File: src/hw/rtl/ert_pkg.sv
package ert_pkg;
  localparam int BandMax = 64;
  localparam int CoefBits = 24;
  localparam int IdxBits = 6;
  localparam int CntBits = 7;
  localparam int MagBits = 24;
  localparam int SqBits = 48;
  localparam int EnBits = 54;
  localparam int FracBits = 17;
  localparam int NeedBits = 71;
  localparam int EnHalf = 27;
  localparam int PartBits = EnHalf + FracBits;
  localparam logic [FracBits-1:0] FracReset = 17'd64881;

  // controller to datapath commands
  typedef struct packed {
    logic load;
    logic clr_energy;
    logic add_total;
    logic init_order;
    logic rd_a;
    logic rd_b;
    logic cmp;
    logic swap_a;
    logic swap_b;
    logic add_run;
    logic mark;
    logic mark_all;
    logic clr_mask;
    logic [IdxBits-1:0] addr_a;
    logic [IdxBits-1:0] addr_b;
  } ert_cmd_t;

  // datapath to controller status
  typedef struct packed {
    logic zero_energy;
    logic reached;
  } ert_sts_t;

  function automatic logic [MagBits-1:0] mag(input logic [CoefBits-1:0] c);
    mag = c[CoefBits-1] ? (~c + 1'b1) : c;
  endfunction
endpackage

File: src/hw/rtl/ert_control.sv
module ert_control import ert_pkg::*; (
  input  logic                clk,
  input  logic                rst,
  input  logic                in_fire,
  input  logic                in_last,
  input  ert_sts_t            sts,
  input  logic                out_free,
  output ert_cmd_t            cmd,
  output logic                in_ready,
  output logic                out_load,
  output logic                out_last
);
  typedef enum logic [3:0] {
    S_LOAD, S_SUM, S_SUMW, S_CHK, S_SEL, S_SELW, S_SWAP, S_WALK, S_WALKW,
    S_TEST, S_EMIT, S_EMITW
  } state_t;
  state_t state;
  logic [CntBits-1:0] n, i, j, k;

  always_comb begin
    cmd = '0;
    cmd.addr_a = i[IdxBits-1:0];
    cmd.addr_b = j[IdxBits-1:0];
    in_ready = (state == S_LOAD);
    out_load = 1'b0;
    out_last = (i + 1'b1 == n);
    case (state)
      S_LOAD: begin
        cmd.addr_a = n[IdxBits-1:0];
        cmd.load = in_fire;
        cmd.clr_energy = 1'b1;
        cmd.clr_mask = 1'b1;
      end
      S_SUM: cmd.init_order = 1'b1;
      S_SUMW: cmd.add_total = (k == 1);
      S_SEL: begin
        cmd.rd_a = (j == i);
        cmd.rd_b = 1'b1;
      end
      S_SELW: begin
        cmd.rd_b = 1'b1;
        cmd.cmp = (k == 1);
      end
      S_SWAP: cmd.swap_a = (k == 0);
      S_WALK: cmd.rd_b = 1'b1;
      S_WALKW: cmd.rd_b = 1'b1;
      S_TEST: begin
        cmd.add_run = (k == 1);
        cmd.mark = (k == 1);
      end
      S_CHK: cmd.mark_all = sts.zero_energy && k == 3;
      S_EMIT: ;
      S_EMITW: out_load = out_free;
      default: ;
    endcase
    if (state == S_SWAP && k == 1) begin
      cmd.swap_b = 1'b1;
      cmd.addr_b = j[IdxBits-1:0];
    end
  end

  always_ff @(posedge clk) begin
    if (rst) begin
      state <= S_LOAD;
      n <= '0; i <= '0; j <= '0; k <= '0;
    end else begin
      case (state)
        S_LOAD: if (in_fire) begin
          n <= n + 1'b1;
          if (in_last || n + 1'b1 == CntBits'(BandMax)) begin
            state <= S_SUM; i <= '0; k <= '0;
          end
        end
        // read each coefficient, square, accumulate
        S_SUM: begin state <= S_SUMW; k <= '0; end
        S_SUMW: begin
          k <= k + 1'b1;
          if (k == 2) begin
            if (i + 1'b1 == n) begin state <= S_CHK; k <= '0; end
            else begin i <= i + 1'b1; state <= S_SUM; end
          end else if (k == 1) ;
        end
        S_CHK: begin
          k <= k + 1'b1;
          if (k == 3) begin
            i <= '0; j <= '0; k <= '0;
            state <= sts.zero_energy ? S_EMIT : S_SEL;
          end
        end
        // selection pass: compare order[j] for j from i to n-1
        S_SEL: state <= S_SELW;
        S_SELW: begin
          k <= k + 1'b1;
          if (k == 2) begin
            k <= '0;
            if (j + 1'b1 == n) begin state <= S_SWAP; j <= '0; end
            else begin j <= j + 1'b1; state <= S_SEL; end
          end
        end
        S_SWAP: begin
          k <= k + 1'b1;
          if (k == 1) begin
            k <= '0;
            if (i + 1'b1 == n) begin i <= '0; j <= '0; state <= S_WALK; end
            else begin i <= i + 1'b1; j <= i + 1'b1; state <= S_SEL; end
          end
        end
        // walk sorted order until target energy met
        S_WALK: begin state <= S_WALKW; k <= '0; end
        S_WALKW: begin
          k <= k + 1'b1;
          if (k == 2) begin state <= S_TEST; k <= '0; end
        end
        S_TEST: begin
          k <= k + 1'b1;
          if (k == 3) begin
            k <= '0;
            if (sts.reached || j + 1'b1 == n) begin i <= '0; state <= S_EMIT; end
            else begin j <= j + 1'b1; state <= S_WALK; end
          end
        end
        // stream out in arrival order
        S_EMIT: state <= S_EMITW;
        S_EMITW: if (out_free) begin
          if (i + 1'b1 == n) begin state <= S_LOAD; n <= '0; i <= '0; end
          else begin i <= i + 1'b1; state <= S_EMIT; end
        end
        default: state <= S_LOAD;
      endcase
    end
  end

  // the swap in S_SWAP uses best_pos for the second write
  assert property (@(posedge clk) disable iff (rst) in_ready |-> state == S_LOAD)
    else $error("ready outside load");
  assert property (@(posedge clk) disable iff (rst) out_load |-> i < n)
    else $error("emit beyond band");
  assert property (@(posedge clk) disable iff (rst) (state == S_LOAD) |-> n < CntBits'(BandMax))
    else $error("store overfull");
endmodule
File: config.mk
export PLATFORM = sky130hd
export DESIGN_NAME = ert_control
export DESIGN_NICKNAME = d
export VERILOG_FILES = /design/src/hw/rtl/ert_pkg.sv /design/src/hw/rtl/ert_control.sv
export SDC_FILE = /design/constraint.sdc
export NUM_CORES = 1
export LEC_CHECK = 0
export ABC_AREA = 1
export BUFFER_PORTS_ARGS = -buffer_cell sky130_fd_sc_hd__buf_4
export CORE_ASPECT_RATIO = 0.8
export CORE_MARGIN = 1.5
export CORE_UTILIZATION = 60
export DETAILED_ROUTE_END_ITERATION = 16
export PLACE_DENSITY_LB_ADDON = 0.25
export SYNTH_ARGS = -nofsm -noshare
export SYNTH_HDL_FRONTEND = slang
export SYNTH_SLANG_ARGS = --single-unit
File: constraint.sdc
create_clock -name clk -period 4 [get_ports clk]
set_input_delay 0.8 -clock clk [delete_from_list [all_inputs] [get_ports clk]]
set_output_delay 0.8 -clock clk [all_outputs]
set_load 0.1 [all_outputs]
# After elaboration in Yosys (flattened, before gate mapping)

Index checks and enable logic that the tools add are counted.

Add/subtract/negate cells: 4
$mul: 0
Div/mod/pow operators: 0
$lt $le $gt $ge: 0
Eq/ne operators: 31
Shift-type cells: 0
Muxes and demuxes: 54
Bitwise logic cells: 0
Reduce and logical (&&, ||, !) cells: 19

Operator list:

| kind                  | number |
|---|---|
| $mux W7               | 23 |
| $pmux W7 S6           | 2 |
| $mux W4               | 12 |
| $pmux W4 S12          | 1 |
| $add A7 B1 Y7 const B | 4 |
| $pmux W7 S4           | 1 |
| $ne A2 B2 Y1 const B  | 11 |
| $eq A7 B7 Y1          | 3 |
| $eq A4 B3 Y1 const B  | 4 |
| $eq A4 B4 Y1 const B  | 4 |
| $eq A7 B2 Y1 const B  | 2 |
| $pmux W7 S2           | 1 |
| $reduce_bool A6 Y1    | 2 |
| $mux W2               | 5 |
| $reduce_and A10 Y1    | 1 |
| $mux W1               | 9 |
| $reduce_and A9 Y1     | 1 |
| $eq A4 B2 Y1 const B  | 2 |
| $eq A7 B1 Y1 const B  | 1 |
| $eq A7 B7 Y1 const B  | 1 |
| $logic_not A7 Y1      | 1 |
| $reduce_and A6 Y1     | 1 |
| $reduce_or A2 Y1      | 3 |
| $eq A4 B1 Y1 const B  | 1 |
| 9 further kinds       | 12 |

Register bits after elaboration: 32
Latch bits: 0
RAM bits: 0
ROM bits: 0
Bits of input ports: 7
Output and inout bits: 28
Word-level logic and storage cells: 113
Memories kept: 0

# Logic depth before layout (Yosys ltp)

Word-level depth: 6
Gate-level depth with buffers: 17
Mapped depth without buffers: 16

# Least setup slack after synthesis

OpenSTA, ideal clock, no wires.

Kind: reg-to-output
Start: reg state[1]
End: out cmd[10] (netlist bit)
Arrival: 3.601 ns
Required time: 3.200 ns
Setup slack: -0.401 ns
Cell stages (with the launch flop): 7
Path buffers: 2
Path through: dfxtp_1 buf_2 nor2_1 inv_2 nor2_4 clkbuf_1 o21ai_0

RTL lines:

| item                   | RTL line          | source |
|---|---|---|
| start, declared        | ert_control.sv:17 | `state_t state;` |
| start signal, assigned | ert_control.sv:87 | `state <= sts.zero_energy ? S_EMIT : S_SEL;` |
| end, declared          | ert_control.sv:8  | `output ert_cmd_t cmd,` |

# Worst setup path after layout

Start: reg i[0]
End: out out_last

Longest elaborated chain between the ends: 2

RTL lines:

| item                   | RTL line          | source |
|---|---|---|
| start, declared        | ert_control.sv:18 | `logic [CntBits-1:0] n, i, j, k;` |
| start signal, assigned | ert_control.sv:65 | `n <= '0; i <= '0; j <= '0; k <= '0;` |
| start signal, assigned | ert_control.sv:71 | `state <= S_SUM; i <= '0; k <= '0;` |
| start signal, assigned | ert_control.sv:80 | `else begin i <= i + 1'b1; state <= S_SUM; end` |
| $add A7 B1 Y7          | ert_control.sv:26 | `out_last = (i + 1'b1 == n);` |
| $eq A7 B7 Y1           | ert_control.sv:26 |  |
| end, declared          | ert_control.sv:11 | `output logic out_last` |

Every way passes these cells.

==> impl_metrics.yaml <==
cells_and_area:
  final_common_cell: "nand2_1"
  antenna_cells: 0
  layout-area-overhead-vs-synth_pct: 9.09
  layout-drive-gt1-share_pct: 15.5
  nets: 515
  fin_area_sq_mm: 0.00311
  final_cell_mix: "nand2_1, nor2_1, inv_1, nand3_1, buf_4"
  final_cells: 562
die:
  pin_count: 35
  die_h_microns: 64.6
  die_area_sq_mm: 0.00518
  initial_core_util_pct: 62.4
  core_region_area_sq_mm: 0.00457
  rows: 22
  fp.dieW_microns: 80.1
job:
  cap_violations: 0
logic_synthesis:
  synth-edff-count: 0
  async_flop_share_pct: 0
  syn_area_per_cell_sq_um: 5.88
  synth_flop_cell: "dfxtp_1"
  synth_nets: 499
  yosysSeqAreaShare_pct: 22.5
  syn_area_sq_mm: 0.00285
  ys_ff_latch: 32
  synth_cells: 485
  yosysWarnings: 0
  ys_types: 37
run_status:
  status: "finished, final reports clean"
power_and_ir_drop:
  p_sw_uw: 828
  seqPwrFrac_pct: 29.4
  p_int_uw: 712
  p_leak_nw: 1.47
  swShare_pct: 53.8
  clkPwrFrac_pct: 17.3
  p_comb_share_pct: 53.3
  ir_drop_mv: 0.542
  power_density_mw_per_mm2: 495
min_path:
  hold_start: "k[6]$_SDFFE_PP0P_"
  hold_class: "flip-flop to flip-flop"
placed_design:
  dpl_cell_area_sq_mm: 0.00302
  place_hpwl_microns: 5830
  dp_cells: 554
  port_buffers: 34
  routabilityCongestion: 0.974
clock_network:
  clk_pin_slew_ns: 0.07
  cts_buffers: 5
  cts_setup_buffers: 0
  ctsLongestPathBuffers: 2
  clockRootBuffer: "clkbuf_8"
  clkLatencyLatePin_ns: 0.28
  hold_buffers: 0
  clock_sinks: 32
  post_cts_resized: 0
  cts_tree: "yes"
  cts-htree-levels: 2
sta:
  max_slew_margin_pct: 67.2
  worst_slew_pin_slew_ns: 0.492
  finalHoldViolCount: 0
  slew_viol_final: 0
  rsz0062_at_grt: "false"
  min_period_over_period_pct: 79.0
  finalClockSkew_ns: 0.00279
  finalSetupTns_ns: 0
  setup_viol: 0
  min_period_ns: 3.16
  timing.fmax_mhz: 316
drt:
  wl_per_cell_microns: 13.5
  vias: 3056
  ant_nets: 0
  drt_iter0_markers: 268
  drt-total-wl_microns: 7570
  drc_errors: 0
  viasPerCell: 5.44
  dr.pass1.iters: 5
critical_path:
  worstSetupPathType: "flip-flop to output port"
  startpoint: "i[0]$_SDFFE_PP0P_"
  startpoint_type: "flip-flop"
  endpoint_kind: "output port"
  cp.arrival_ns: 2.36
  timing.rr.start: "j[0]$_SDFFE_PP0P_"
  crit_required_ns: 3.20
  path_max_fanout: 11
grt:
  grt_pass1_vias: 2658
  grt_start_max_net_pins: 20
  grt_antenna_before_repair: 0
  groute.usage.overall_pct: 30.3
  grt_pass1_wl_microns: 12200
  grt-ovfl-total: 0
[through the flow]
step | setup WS [ns] | hold slack [ns] | util [%] | power (mW)
final | 0.839 | 0.511 | 68.0 | 1.54
after global routing | 0.639 | 0.537 | 68.0 | 1.64
after CTS | 0.853 | 0.510 | 68.0 | 1.54
after detailed placement | 1.18 | 0.493 | 66.0 | 1.27
after global placement | 1.25 | 0.480 | 66.0 | 1.26
after floorplan | -0.401 | 0.465 | - | 1.14
[final timing paths]
kind | cells past startpoint | endpoint | slack, ns
max | 10 | out_last | 0.84
min | 2 | k[6]$_SDFFE_PP0P_ | 0.51
max reg2reg | 14 | i[4]$_SDFFE_PP0P_ | 1.43
min reg2reg | 2 | k[6]$_SDFFE_PP0P_ | 0.51
[area by class of cell]
type | instances | area [sq um]
multi-input combinational | 366 | 1810
inverter | 62 | 238
clock buffer | 6 | 82.6
sequential | 32 | 641
tap | 60 | 75.1
clock inverter | 2 | 10.0
fill | 435 | 1460
timing repair buffer | 34 | 255
[worst max-delay path: stages, from the launching register on]
cell	delay [ns]
dfxtp_1	0.50
ha_1	0.27
nand3_1	0.13
nor2_2	0.15
nand2_1	0.09
nand2_1	0.11
nand3_1	0.08
nand2_1	0.08
nand3_2	0.23
inv_1	0.14
buf_4	0.30
[cell usage after synthesis (2+ instances only)]
cell / number / area [sq um]
a21oi_1: 22 / 110
xor2_1: 8 / 70.1
nand4_1: 10 / 62.6
ha_1: 7 / 87.6
nor2_4: 4 / 45.0
nor2_2: 6 / 37.5
nor3_1: 3 / 15.0
dfxtp_1: 32 / 641
o211ai_1: 2 / 15.0
nand2_2: 9 / 56.3
buf_2: 8 / 40.0
inv_2: 9 / 33.8
nand3_2: 2 / 20.0
nor2_1: 65 / 244
inv_1: 51 / 191
xnor2_1: 8 / 70.1
o21ai_0: 17 / 85.1
o21ai_1: 4 / 20.0
o21ai_2: 2 / 17.5
buf_4: 12 / 90.1
nand3b_1: 3 / 22.5
nand2_1: 144 / 541
clkbuf_1: 3 / 11.3
buf_6: 2 / 22.5
nand3_1: 38 / 190
o22ai_1: 3 / 18.8
[cells by family after synthesis]
group	after synthesis	share of synthesized area, %
buf+inv	87	14.1
compound gates	57	11.5
xor+xnor	16	4.92
simple gates	286	43.9
flops	32	22.5
fa+ha+maj	7	3.07
[registers in the layout, summed over array words and instances, names as in the netlist]
| name | flops |
|---|---|
| n | 7 |
| j | 7 |
| state | 4 |
| k | 7 |
| i | 7 |
[power groups by stage]
stage               Clock (mW)  Sequential [mW]  Combinational (mW)
finish                   0.266            0.452               0.822
global route             0.285            0.461               0.892
CTS                      0.269            0.450               0.820
detailed placement           0            0.457               0.817
global placement             0            0.455               0.809
floorplan                    0            0.401               0.739
[metal layers]
| metal | global-route usage [%] | vias up | routed length (microns) |
|---|---|---|---|
| met1 | 43.0 | 1355 | 3570 |
| li1 | - | 1555 | - |
| met2 | 47.2 | 126 | 3350 |
| met4 | 7.54 | 0 | 137 |
| met3 | 5.49 | 20 | 517 |
| met5 | 0 | - | 0 |
Power figures use the tool's default switching activity.
